$ cat config.mk
export PLATFORM = sky130hd
export DESIGN_NAME = cehc_fifo
export DESIGN_NICKNAME = d
export VERILOG_FILES = /design/src/hw/rtl/cehc_pkg.sv /design/src/hw/rtl/cehc_fifo.sv
export SDC_FILE = /design/constraint.sdc
export NUM_CORES = 1
export LEC_CHECK = 0
export ABC_CLOCK_PERIOD_IN_PS = 5400
export BUFFER_PORTS_ARGS = -buffer_cell sky130_fd_sc_hd__buf_2
export CAP_MARGIN = 0
export CORE_ASPECT_RATIO = 0.8
export CORE_MARGIN = 2
export CORE_UTILIZATION = 38
export CTS_CLUSTER_SIZE = 20
export DETAILED_ROUTE_END_ITERATION = 12
export GPL_TIMING_DRIVEN = 0
export HOLD_SLACK_MARGIN = 0.12
export MAX_ROUTING_LAYER = met4
export PLACE_DENSITY = 0.66
export SYNTH_ARGS = -nofsm -noshare
export SYNTH_HDL_FRONTEND = slang
export SYNTH_SLANG_ARGS = --single-unit
$ cat constraint.sdc
create_clock -name clk -period 5.4 [get_ports clk]
set_input_delay 0.27 -clock clk [delete_from_list [all_inputs] [get_ports clk]]
set_output_delay 0.27 -clock clk [all_outputs]
set_load 0.1 [all_outputs]
$ cat src/hw/rtl/cehc_pkg.sv
// Shared types and constants for the call edge hash counter.
// Used by every module of the block; depends on nothing.
package cehc_pkg;

    localparam int CFG_W      = 13;
    localparam int ID_W       = 32;
    localparam int CNT_W      = 32;
    localparam int IDX_W      = 12;
    localparam int OCC_W      = 13;
    localparam int SLOT_MAX_W = 16;
    localparam int ROT_AMOUNT = 16;
    localparam int HASH_STEPS = 32;
    localparam int STEP_W     = 5;

    localparam logic [CFG_W-1:0] SIZE_RESET = 13'd4093;
    localparam logic [CNT_W-1:0] SAT32      = 32'hFFFF_FFFF;
    localparam logic [OCC_W-1:0] OCC_MAX    = 13'h1FFF;

    typedef enum logic {
        CMD_RECORD = 1'b0,
        CMD_READ   = 1'b1
    } cmd_t;

    typedef enum logic [1:0] {
        ST_NEW      = 2'd0,
        ST_EXISTING = 2'd1,
        ST_FULL     = 2'd2,
        ST_READ     = 2'd3
    } status_t;

    typedef enum logic [1:0] {
        F_IDLE,
        F_HASH,
        F_PUSH
    } front_state_t;

    typedef enum logic [1:0] {
        B_CLEAR,
        B_IDLE,
        B_PROBE,
        B_CHECK
    } back_state_t;

    typedef struct packed {
        cmd_t                  cmd;
        logic [ID_W-1:0]       parent;
        logic [ID_W-1:0]       child;
        logic [SLOT_MAX_W-1:0] home;
        logic [IDX_W-1:0]      slot_index;
    } work_item_t;

    typedef struct packed {
        logic             valid;
        logic [ID_W-1:0]  parent;
        logic [ID_W-1:0]  child;
        logic [CNT_W-1:0] count;
    } mem_word_t;

    typedef struct packed {
        logic clearing;
    } back_status_t;

    function automatic logic [CNT_W-1:0] sat_inc(input logic [CNT_W-1:0] v);
        sat_inc = (v == SAT32) ? v : v + 32'd1;
    endfunction

endpackage

$ cat src/hw/rtl/cehc_fifo.sv
// Two-entry queue of work items between the front end and the probe engine.
// Depends on cehc_pkg.
module cehc_fifo (
    input  logic                 clk,
    input  logic                 rst_n,
    input  logic                 push,
    input  cehc_pkg::work_item_t push_item,
    input  logic                 pop,
    output cehc_pkg::work_item_t head,
    output logic                 full,
    output logic                 empty
);

    cehc_pkg::work_item_t mem_reg [2];
    logic wr_ptr_reg, wr_ptr_next;
    logic rd_ptr_reg, rd_ptr_next;
    logic [1:0] cnt_reg, cnt_next;

    always_comb
    begin
        full        = (cnt_reg == 2'd2);
        empty       = (cnt_reg == 2'd0);
        head        = mem_reg[rd_ptr_reg];
        wr_ptr_next = push ? !wr_ptr_reg : wr_ptr_reg;
        rd_ptr_next = pop ? !rd_ptr_reg : rd_ptr_reg;
        cnt_next    = cnt_reg + {1'b0, push} - {1'b0, pop};
    end

    always_ff @(posedge clk or negedge rst_n)
    begin
        if (!rst_n)
        begin
            wr_ptr_reg <= 1'b0;
            rd_ptr_reg <= 1'b0;
            cnt_reg    <= 2'd0;
        end
        else
        begin
            wr_ptr_reg <= wr_ptr_next;
            rd_ptr_reg <= rd_ptr_next;
            cnt_reg    <= cnt_next;
        end
    end

    always_ff @(posedge clk)
    begin
        if (push)
        begin
            mem_reg[wr_ptr_reg] <= push_item;
        end
    end

endmodule

==> flow_summary.ini <==
[run_status]
status = finished, final reports clean

[sta]
worst_pin_slew_ns = 0.595
hold_viol_final = 0
rsz0062_at_grt = no
finClkSkew_ns = 0.00761
slew_violations = 0
max_slew_margin_pct = 60.3
layout_setup_ws_ns = 3.18
period_share_pct = 41.0
fmax_mhz = 451
min_period_ns = 2.22
report.final.setup_viol = 0

[clocking]
cts_resized = 0
clockBufferDepth = 2
numCtsBuffers = 17
clk_latency_ns = 0.42
clock-sinks = 190
path_clk_slew_ns = 0.07
root_buffer = clkbuf_16
htreeDepth = 4
cts_tree = done

[worst_setup_path]
slowest_delay_ns = 0.39
critPathTopFamily = buffers and inverters
r2r-end = mem_reg[1][33]$_DFFE_PP_
worstPathRequired_ns = 5.13
r2r_start = wr_ptr_reg$_DFFE_PN0P_
critPathSlowestCell = dfrtp_1
r2r_cells = 2
arrival_ns = 1.95
r2r_slack_ns = 3.70
worst_setup_path_start_kind = flop
crit_fanout = 10
critPathBufInv = 3
worstSetupEndpointType = output port
worstSetupPathType = reg2out
path_cells = buf_4 > buf_6 > mux2_2 > buf_2

[synthesis]
syn_nets = 403
ys_seq_area_share_pct = 82.2
yosys.area.top_type = edfxtp_1
ys_ff_latch = 190
ys_types = 13
ys_top_cells_by_area = edfxtp_1 (81%), mux2_2 (15%), dfrtp_1 (1.4%)
synthCells = 304
yosysTopAreaCellShare_pct = 80.7
synth_area_um2 = 6920
avgSynthCellArea_um2 = 22.8
yosys_warnings = 0

[drt]
drt_wl_total_um = 13700
vias = 3912
drt_iter0_drc = 174
wl_per_cell_um = 16.0
postRouteAntennaNets = 0
post_drt_via_cell_ratio = 4.56
drtPass1Iterations = 4
drc_errors = 0

[layout]
area_delta_synth_final_pct = 42.3
diodes = 0
nets = 713
largest_reg_flops = 186
layout_commonest_cell = buf_2
finalNonFillerCells = 857
drive_gt1_share_pct = 53.0
nFillCells = 1389
final_cell_mix = buf_2 (194), edfxtp_1 (186), dlygate4sd3_1 (96), mux2_2 (93), clkbuf_16 (17)

[global_route]
grtUsageTotal_pct = 14.9
grt_overflow_total = 0
busiest_layer = met2
grt.met1_usage_pct = 17.0
grt_pass1_wl_um = 21300
met3_usage_pct = 4.73
grt_max_degree = 55
grt_pass1_vias = 4219
grt_antenna_before_repair = 0
grtUsageMet2_pct = 25.3

[placed_design]
dp_hpwl_um = 8680
place_congestion = 0.739
placed_cells = 729
io_buffer_count = 191
place_ws_ns = 3.62

[die]
die_h_um = 125
rows = 44
die_area_um2 = 19300
ioPinCount = 192
start_util_pct = 38.4
chipWidth_um = 155
core_um2 = 18000

[worst_hold_path]
hp-class = in2async

[run]
maxCapViolCount = 0
[worst max-delay path by stage]
stage | start | end | slack (ns) | cells past startpoint
finish | rd_ptr_reg$_DFFE_PN0P_ | head[76] | 3.18 | 4
global placement | wr_ptr_reg$_DFFE_PN0P_ | mem_reg[0][42]$_DFFE_PP_ | -1.74 | 1
CTS | rd_ptr_reg$_DFFE_PN0P_ | head[46] | 3.13 | 4
global route | rd_ptr_reg$_DFFE_PN0P_ | head[46] | 3.07 | 4
floorplan | wr_ptr_reg$_DFFE_PN0P_ | mem_reg[0][0]$_DFFE_PP_ | 0.32 | 1
detailed placement | rd_ptr_reg$_DFFE_PN0P_ | head[46] | 3.62 | 4
[metrics by stage]
stage               util (%)  hold slack, ns  cell area (µm²)  TNS (ns)
floorplan                  -         -0.0256             6920         0
global placement        45.3          0.0789             8160   -161.20
detailed placement      45.9          0.0823             8270         0
CTS                     54.7           0.153             9850         0
global route            54.7           0.155             9850         0
finish                  54.7           0.176             9850         0
[cells by family (layout without fill, tap and decap cells)]
logic type,after synthesis,in the layout,synth area share [%]
flip-flops,190,190,82.2
multiplexers,93,93,15.1
buffers and inverters,12,335,1.41
AND/OR/NAND/NOR,4,4,0.325
XOR/XNOR,3,3,0.597
adder cells (fa/ha/maj),2,2,0.362
[worst reg2reg max path, stage by stage, from the launching register on]
cell and delay, ns:
dfrtp_1 0.42, and2_4 0.55, buf_16 0.33
[synth_stat cells]
cell type	instances
edfxtp_1	186
mux2_2	93
buf_6	6
dfrtp_1	4
buf_2	3
ha_1	2
inv_1	2
nor2b_1	2
xor2_1	2
and2_1	1
buf_4	1
nor2_1	1
xor3_1	1
[timing repair]
item                                    4_1_cts  5_1_grt
buffers inserted                              0        0
endpoints found under the setup margin        0        0
hold buffers                                 96        0
endpoints found under the hold margin       192        0
[metal layers]
layer	part of all wire (%)	up-vias	routed length [µm]
met1	42	1934	5760
met2	51	137	7000
li1	-	1828	-
met3	6.1	13	840
met4	1.0	0	144
met5	0	-	0
[area by class of cell]
cell class              instances  area (µm²)  area share, %
flip-flops and latches        190        5690           57.7
multi-input cells             102        1150           11.6
repair buffers                291        2010           20.4
clock inverters                15         194           1.97
inverters                       2        7.51         0.0762
plain buffers                  10        90.1          0.915
clock buffers                  17         425           4.32
well taps                     230         288           2.92
Power is left out: the tool's default activity adds up to more than one toggle a clock period on the data nets, which glitch-free logic cannot reach.
