File: src/hw/rtl/cehc_pkg.sv
// Shared types and constants for the call edge hash counter.
// Used by every module of the block; depends on nothing.
package cehc_pkg;

    localparam int CFG_W      = 13;
    localparam int ID_W       = 32;
    localparam int CNT_W      = 32;
    localparam int IDX_W      = 12;
    localparam int OCC_W      = 13;
    localparam int SLOT_MAX_W = 16;
    localparam int ROT_AMOUNT = 16;
    localparam int HASH_STEPS = 32;
    localparam int STEP_W     = 5;

    localparam logic [CFG_W-1:0] SIZE_RESET = 13'd4093;
    localparam logic [CNT_W-1:0] SAT32      = 32'hFFFF_FFFF;
    localparam logic [OCC_W-1:0] OCC_MAX    = 13'h1FFF;

    typedef enum logic {
        CMD_RECORD = 1'b0,
        CMD_READ   = 1'b1
    } cmd_t;

    typedef enum logic [1:0] {
        ST_NEW      = 2'd0,
        ST_EXISTING = 2'd1,
        ST_FULL     = 2'd2,
        ST_READ     = 2'd3
    } status_t;

    typedef enum logic [1:0] {
        F_IDLE,
        F_HASH,
        F_PUSH
    } front_state_t;

    typedef enum logic [1:0] {
        B_CLEAR,
        B_IDLE,
        B_PROBE,
        B_CHECK
    } back_state_t;

    typedef struct packed {
        cmd_t                  cmd;
        logic [ID_W-1:0]       parent;
        logic [ID_W-1:0]       child;
        logic [SLOT_MAX_W-1:0] home;
        logic [IDX_W-1:0]      slot_index;
    } work_item_t;

    typedef struct packed {
        logic             valid;
        logic [ID_W-1:0]  parent;
        logic [ID_W-1:0]  child;
        logic [CNT_W-1:0] count;
    } mem_word_t;

    typedef struct packed {
        logic clearing;
    } back_status_t;

    function automatic logic [CNT_W-1:0] sat_inc(input logic [CNT_W-1:0] v);
        sat_inc = (v == SAT32) ? v : v + 32'd1;
    endfunction

endpackage

File: src/hw/rtl/cehc_front.sv
// Front end: accepts items and reduces the edge hash modulo the table size.
// Depends on cehc_pkg; feeds cehc_fifo.
module cehc_front #(
    parameter int SZW = 13
) (
    input  logic                 clk,
    input  logic                 rst_n,
    input  logic [SZW-1:0]       sz,
    input  cehc_pkg::back_status_t back_st,
    input  logic                 in_valid,
    output logic                 in_stall,
    input  logic                 command,
    input  logic [31:0]          parent_id,
    input  logic [31:0]          child_id,
    input  logic [11:0]          slot_index,
    input  logic                 fifo_full,
    output logic                 push,
    output cehc_pkg::work_item_t push_item
);

    cehc_pkg::front_state_t state_reg, state_next;
    cehc_pkg::work_item_t item_reg, item_next;
    logic [31:0] div_reg, div_next;
    logic [SZW-1:0] rem_reg, rem_next;
    logic [cehc_pkg::STEP_W-1:0] step_reg, step_next;
    logic [SZW:0] shifted;
    logic [SZW:0] reduced;
    logic accept;

    assign accept = in_valid && !in_stall;

    // next state
    always_comb
    begin
        state_next = state_reg;
        case (state_reg)
            cehc_pkg::F_IDLE:
            begin
                if (accept)
                begin
                    state_next = (cehc_pkg::cmd_t'(command) == cehc_pkg::CMD_READ)
                                 ? cehc_pkg::F_PUSH : cehc_pkg::F_HASH;
                end
            end
            cehc_pkg::F_HASH:
            begin
                if (step_reg == cehc_pkg::STEP_W'(cehc_pkg::HASH_STEPS - 1))
                begin
                    state_next = cehc_pkg::F_PUSH;
                end
            end
            cehc_pkg::F_PUSH:
            begin
                if (!fifo_full)
                begin
                    state_next = cehc_pkg::F_IDLE;
                end
            end
            default: state_next = cehc_pkg::F_IDLE;
        endcase
    end

    // restoring remainder: one dividend bit per cycle
    always_comb
    begin
        shifted = {rem_reg, div_reg[31]};
        reduced = (shifted >= {1'b0, sz}) ? shifted - {1'b0, sz} : shifted;
    end

    // outputs and datapath
    always_comb
    begin
        in_stall  = (state_reg != cehc_pkg::F_IDLE) || back_st.clearing;
        push      = (state_reg == cehc_pkg::F_PUSH) && !fifo_full;
        push_item = item_reg;
        item_next = item_reg;
        div_next  = div_reg;
        rem_next  = rem_reg;
        step_next = step_reg;
        case (state_reg)
            cehc_pkg::F_IDLE:
            begin
                if (accept)
                begin
                    item_next.cmd        = cehc_pkg::cmd_t'(command);
                    item_next.parent     = parent_id;
                    item_next.child      = child_id;
                    item_next.slot_index = slot_index;
                    item_next.home       = '0;
                    div_next  = {parent_id[cehc_pkg::ROT_AMOUNT-1:0],
                                 parent_id[31:cehc_pkg::ROT_AMOUNT]} ^ child_id;
                    rem_next  = '0;
                    step_next = '0;
                end
            end
            cehc_pkg::F_HASH:
            begin
                rem_next  = SZW'(reduced);
                div_next  = {div_reg[30:0], 1'b0};
                step_next = step_reg + 1'b1;
                item_next.home = cehc_pkg::SLOT_MAX_W'(reduced);
            end
            default:
            begin
            end
        endcase
    end

    always_ff @(posedge clk or negedge rst_n)
    begin
        if (!rst_n)
        begin
            state_reg <= cehc_pkg::F_IDLE;
            step_reg  <= '0;
        end
        else
        begin
            state_reg <= state_next;
            step_reg  <= step_next;
        end
    end

    always_ff @(posedge clk)
    begin
        item_reg <= item_next;
        div_reg  <= div_next;
        rem_reg  <= rem_next;
    end

endmodule

File: config.mk
export PLATFORM = sky130hd
export DESIGN_NAME = cehc_front
export DESIGN_NICKNAME = d
export VERILOG_FILES = /design/src/hw/rtl/cehc_pkg.sv /design/src/hw/rtl/cehc_front.sv
export SDC_FILE = /design/constraint.sdc
export NUM_CORES = 1
export LEC_CHECK = 0
export BUFFER_PORTS_ARGS = -buffer_cell sky130_fd_sc_hd__buf_4
export CORE_ASPECT_RATIO = 0.75
export CORE_MARGIN = 2
export CORE_UTILIZATION = 50
export CTS_CLUSTER_DIAMETER = 40
export DETAILED_ROUTE_END_ITERATION = 8
export PLACE_DENSITY = 0.87
export SKIP_LAST_GASP = 1
export SLEW_MARGIN = 30
export SYNTH_ARGS = -nofsm -noshare
export SYNTH_HDL_FRONTEND = slang
export SYNTH_SLANG_ARGS = --single-unit
File: constraint.sdc
create_clock -name clk -period 3.77 [get_ports clk]
set_clock_uncertainty 0.2 [all_clocks]
set_input_delay 0.377 -clock clk [delete_from_list [all_inputs] [get_ports clk]]
set_output_delay 0.377 -clock clk [all_outputs]
set_load 0.01 [all_outputs]
==> reports/results.ini, run 1 <==
[run_status]
outcome = finished, final reports clean

[sta]
grt_setup_unrepaired = no
fin_crit_ns = 3.17
timing.final.hold_violations = 0
tns_ns = 0
slew_violations = 0
relSlewSlack_pct = 51.5
fin_crit_sh_pct = 84.0
setup_viol = 0
tightest_slew_ns = 0.727
layout_setup_ws_ns = 0.602
fmax_ghz = 0.316

[die]
core_area_um2 = 11700
boundaryPins = 190
start_util_pct = 51.8
num_rows = 34
fp.dieH_um = 99.3
die_area_um2 = 13000
die_width_um = 131

[logic_synthesis]
synth_ff_type = edfxtp_1
synth_cell_type_count = 47
synthTopCellsByArea = edfxtp_1 67%, xnor2_1 5.6%, o21ai_0 3.6%
syn-cell-area_um2 = 6060
async_flop_share_pct = 4.90
synth_top_area_share_pct = 67.4
ys_seq_area_share_pct = 70.3
ys_seq_elements = 143
synth_edf_count = 136
yosysWarnings = 0
yosysTopAreaCell = edfxtp_1
synth.avg_cell_area_um2 = 14.0
postSynthCellCount = 434

[pwr]
pwr_density_cell_nw_per_um2 = 736
vdd_drop_max_mv = 0.398
p_leak_nw = 3.67
power_mw = 6.66

[cts]
post_cts_buffers = 0
cts_resized = 0
cts_max_level = 4
cts_root_buffer = clkbuf_16
clkSinkCount = 143
clk_path_buf_depth = 2
cts_buffers = 17
cts_tree = done
insertion_delay_ns = 0.41
clkTransAtPathRegs_ns = 0.06

[detailed_routing]
postRouteAntennaNets = 0
avgViaCountPerCell = 5.14
drc = 0
wl_per_cell_um = 17.3
initialDrtViolationCount = 341
num_vias = 4534
drtPass1Iterations = 4
drt_wl_total_mm = 15.2

[layout]
multiInputGateArea_um2 = 1660
diodes = 0
layout_common_cells = 192 x buf_4, 136 x edfxtp_1, 78 x dlygate4sd3_1
layout_commonest_cell = buf_4
fin_nets = 818
layout.area.seq_um2 = 4260
syn_to_final_growth_pct = 49.4
largest_register_ff_count = 91
fillers = 699
stdcell_count = 882
drive_gt1_share_pct = 31.9
design_area_um2 = 9050

[grt]
grt_max_degree = 52
grt_pass1_wl_mm = 24.3
grt.total_usage_pct = 24.1
antenna_found_initial = 0
gr-total-overflow = 0
first_global_vias = 4864

[run]
maxCapViolCount = 0

[setup_path]
cp_slowest_stage_delay_ns = 0.46
required_ns = 3.70
endpoint_kind = flop
arrival_ns = 3.10
critical_path_peak_fanout = 3
start_kind = flop
cpMaxStageDelayCell = a2111oi_0
critPathKind = flop to flop
cp_common_cell = inv_1
cp-startpoint = div_reg[31]
r2r_start = div_reg[31]
path_cells = inv_1, ha_1, inv_1, fa_1, a211oi_1, o21ai_1, a2111oi_0, nor3_1, xnor2_1, o22ai_1

[place]
dp_worst_setup_slack_ns = 0.698
numPortBuffers = 187
post-dp-hpwl_mm = 9.83
gp_congestion = 0.854
dp.cells = 772
placed_area_um2 = 7660

[worst_hold_path]
min_path_type = primary input to async pin

[cells by family after synthesis]
logic type / count (synthesis) / synth area share (%)
other cells: 1 / 0.0619
simple gates: 96 / 7.02
compound gates: 95 / 9.91
fa+ha+maj: 16 / 3.43
buf+inv: 37 / 2.52
xor+xnor: 41 / 5.93
mux: 5 / 0.826
flops: 143 / 70.3
[final cells by class]
cell class | count | share of cell area, %
Multi-Input combinational cell | 255 | 18.3
Tap cell | 162 | 2.24
Inverter | 19 | 0.802
Clock inverter | 15 | 2.10
Clock buffer | 17 | 4.70
Timing Repair Buffer | 271 | 24.8
Sequential cell | 143 | 47.0
[worst max-delay path: cells and delay by family, from the launching register on]
family / cells / cell delay (ns)
xor+xnor: 1 / 0.21
fa+ha+maj: 2 / 0.63
buf+inv: 2 / 0.14
flops: 1 / 0.38
compound gates: 4 / 1.21
simple gates: 1 / 0.13
[per-layer routing]
layer / share of wire, % / GRT usage [%]
met3: 5.7 / 5.86
met2: 51 / 42.8
met1: 41 / 28.5
met4: 2.5 / 10.0
met5: 0 / 0
[synthesized netlist by cell type (2+ instances only)]
master / instances
edfxtp_1: 136
nand2_1: 48
o21ai_0: 43
xnor2_1: 39
nor2_1: 21
inv_1: 19
ha_1: 15
a21oi_1: 12
clkbuf_1: 12
a211oi_1: 9
o22ai_1: 9
dfrtp_1: 7
nand3_1: 7
nor3_1: 6
mux2i_1: 5
a21o_1: 4
and3_1: 3
buf_4: 3
o21a_1: 3
a2111oi_0: 2
buf_2: 2
nand4_1: 2
o21bai_1: 2
xor2_1: 2
[power breakdown]
group          leakage (nW)  total, mW  switching (mW)  internal, mW
Combinational          1.98       2.28            1.35         0.927
Sequential             1.40       2.63           0.188          2.45
Clock                 0.294       1.75           0.644          1.10
[path summary, 6_finish.rpt]
kind	to	depth (start not counted)	slack [ns]
min in group clk	state_reg[1]	3	0.14
max reg2reg	push_item[24]	10	0.60
min reg2reg	step_reg[2]	1	0.32
min	state_reg[0]	2	0.13
max	push_item[24]	10	0.60
max in group asynchronous	step_reg[2]	2	3.11
[repair_timing]
action,in CTS,in global routing
setup endpoints to repair,0,0
hold endpoints to repair,84,0
hold buffers,78,0
[through the flow]
stage / utilization (%) / hold WS (ns)
after floorplan: - / -0.119
after global placement: 65.4 / -0.00672
after detailed placement: 65.4 / -0.00242
after CTS: 77.4 / 0.113
after global routing: 77.4 / 0.119
final: 77.4 / 0.129
Note: power is estimated with default switching activity, not from simulation.
==> inputs of run 2 (changes only) <==
clock period = 3.2 ns   (was 3.77 ns; I/O delays follow)
==> run 2 against run 1 <==
Flip-flop and latch count stayed put. Via count is 1.6% lower. Worst setup slack worse by 0.36 ns. Critical path depth stayed put. Clock power is 4% higher. First-iteration DRC count is 5.9% higher. Die area stayed put. Hold slack worse by 0.078 ns. Sequential share of layout area is 0.15 points higher. Critical path type unchanged. Highest routed layer unchanged.
==> reports/results.ini, run 2 (same netlist as run 1, synthesis figures left out) <==
[place]
gp_congestion = 0.888  ; +4.0%
numPortBuffers = 187  ; unchanged
post-dp-hpwl_mm = 9.83  ; about the same
placed_area_um2 = 7680  ; +0.26%
dp.cells = 773  ; +0.13%
dp_worst_setup_slack_ns = 0.0816  ; -0.616 ns

[pwr]
pwr-share-clk_pct = 23.8  ; -2.4 points
vdd_drop_max_mv = 0.578  ; +45%
p_sw_share_pct = 33.6  ; +0.80 points
pwr-share-seq_pct = 40.6  ; +1.0 points
p_switching_mw = 2.57  ; +17%
p_leak_nw = 3.66  ; -0.30%
power_frac_comb_pct = 35.6  ; +1.4 points
pwr_density_cell_nw_per_um2 = 846  ; +15%
p_int_mw = 5.07  ; +13%

[die]
num_rows = 34  ; unchanged
core_area_um2 = 11700  ; unchanged
die_area_um2 = 13000  ; unchanged
start_util_pct = 51.8  ; unchanged
boundaryPins = 190  ; unchanged
die_width_um = 131  ; unchanged
fp.dieH_um = 99.3  ; unchanged

[grt]
grt.total_usage_pct = 24.1  ; about the same
gr-total-overflow = 0  ; unchanged
first_global_vias = 4683  ; -3.7%
antenna_found_initial = 0  ; unchanged
grt_pass1_wl_mm = 24.0  ; -1.2%
grt_max_degree = 54  ; +3.8%

[cts]
insertion_delay_ns = 0.42  ; about the same
post_cts_buffers = 0  ; unchanged
cts_root_buffer = clkbuf_16
clk_path_buf_depth = 2  ; unchanged
cts_tree = done
clkTransAtPathRegs_ns = 0.06  ; about the same
cts_max_level = 4  ; unchanged
clkSinkCount = 143  ; unchanged
cts_buffers = 17  ; unchanged

[setup_path]
cp_slowest_stage_delay_ns = 0.44  ; -0.02 ns
critPathKind = flop to flop
cpMaxStageDelayCell = fa_1
start_kind = flop
arrival_ns = 2.91  ; -0.19 ns
required_ns = 3.15  ; -0.55 ns
critical_path_peak_fanout = 3  ; unchanged
path_cells = inv_1, ha_1, inv_1, fa_1, a211oi_2, o21bai_1, a2111oi_2, nor3_1, xnor2_1, o22ai_1
cp_common_cell = inv_1
endpoint_kind = flop

[detailed_routing]
drt_wl_total_mm = 15.1  ; -0.95%
num_vias = 4461  ; -1.6%
postRouteAntennaNets = 0  ; unchanged
initialDrtViolationCount = 361  ; +5.9%
drc = 0  ; unchanged
avgViaCountPerCell = 5.05  ; -1.7%
wl_per_cell_um = 17.1  ; -1.1%
drtPass1Iterations = 4  ; unchanged

[sta]
timing.final.hold_violations = 0  ; unchanged
tightest_slew_ns = 0.567  ; -0.160 ns
slew_violations = 0  ; unchanged
grt_setup_unrepaired = no
fmax_ghz = 0.338  ; +7.1%
relSlewSlack_pct = 62.1  ; +11 points
tns_ns = 0  ; unchanged
fin_crit_ns = 2.96  ; -0.209 ns
setup_viol = 0  ; unchanged
fin_crit_sh_pct = 92.5  ; +8.4 points
layout_setup_ws_ns = 0.241  ; -0.361 ns

[layout]
layout_commonest_cell = buf_4
drive_gt1_share_pct = 32.5  ; +0.51 points
design_area_um2 = 9020  ; -0.32%
syn_to_final_growth_pct = 48.9
stdcell_count = 883  ; +0.11%
layout_common_cells = 192 x buf_4, 136 x edfxtp_1, 78 x dlygate4sd3_1
diodes = 0  ; unchanged
fillers = 707  ; +1.1%
fin_nets = 819  ; +0.12%
largest_register_ff_count = 91  ; unchanged

[run]
maxCapViolCount = 0  ; unchanged

[run_status]
outcome = finished, final reports clean

[worst_hold_path]
min_path_type = primary input to flop

-- run 2: repair_timing --
action | in CTS | in global routing
endpoints found under the hold margin | 84 | 0
hold buffers | 78 | 0
gates resized for setup | 0 | 5
endpoints found under the setup margin | 0 | 9
-- run 2: per-stage QoR --
stage               hold WS (ns)  util [%]  total power [mW]
global placement         -0.0640      65.6              5.60
global route              0.0583      77.1              8.10
finish                    0.0508      77.1              7.64
detailed placement       -0.0601      65.6              5.71
CTS                       0.0212      77.0              7.63
floorplan                 -0.176         -              4.80
-- run 2: power groups by stage --
stage	Combinational, mW	Sequential, mW	Clock, mW
finish	2.72	3.10	1.82
global route	3.01	3.16	1.94
detailed placement	2.58	3.13	0
CTS	2.67	3.10	1.85
floorplan	1.61	3.19	0
global placement	2.48	3.11	0
-- run 2: path summary, 6_finish.rpt --
path | start | endpoint | slack (ns) | cells past startpoint
min in group asynchronous | rst_n | state_reg[0] | 0.06 | 2
setup / recovery | div_reg[31] | push_item[20] | 0.24 | 10
max in group asynchronous | rst_n | step_reg[2] | 2.61 | 2
setup reg to reg | div_reg[31] | push_item[20] | 0.24 | 10
hold reg to reg | div_reg[7] | div_reg[8] | 0.33 | 2
hold / removal | fifo_full | state_reg[1] | 0.05 | 3
-- run 2: layout make-up --
| cell class | instances | area (um^2) | area share [%] |
|---|---|---|---|
| clock buffers | 18 | 429 | 4.76 |
| clock inverters | 14 | 118 | 1.30 |
| inverters | 19 | 72.6 | 0.804 |
| multi-input cells | 255 | 1680 | 18.6 |
| flip-flops and latches | 143 | 4260 | 47.2 |
| well taps | 162 | 203 | 2.25 |
| repair buffers | 272 | 2260 | 25.1 |
-- run 2: per-layer routing --
| layer | GRT usage (%) | up-vias | wire (um) |
|---|---|---|---|
| li1 | - | 2155 | - |
| met1 | 28.9 | 2123 | 6170 |
| met2 | 42.6 | 158 | 7730 |
| met3 | 6.32 | 25 | 874 |
| met4 | 8.53 | 0 | 310 |
| met5 | 0 | - | 0 |
-- run 2: critical path, delay by kind of cell, from the launching register on --
family          cells  cell delay (ns)
compound gates      4             0.98
xor+xnor            1             0.25
fa+ha+maj           2             0.64
buf+inv             2             0.14
flops               1             0.38
simple gates        1             0.13
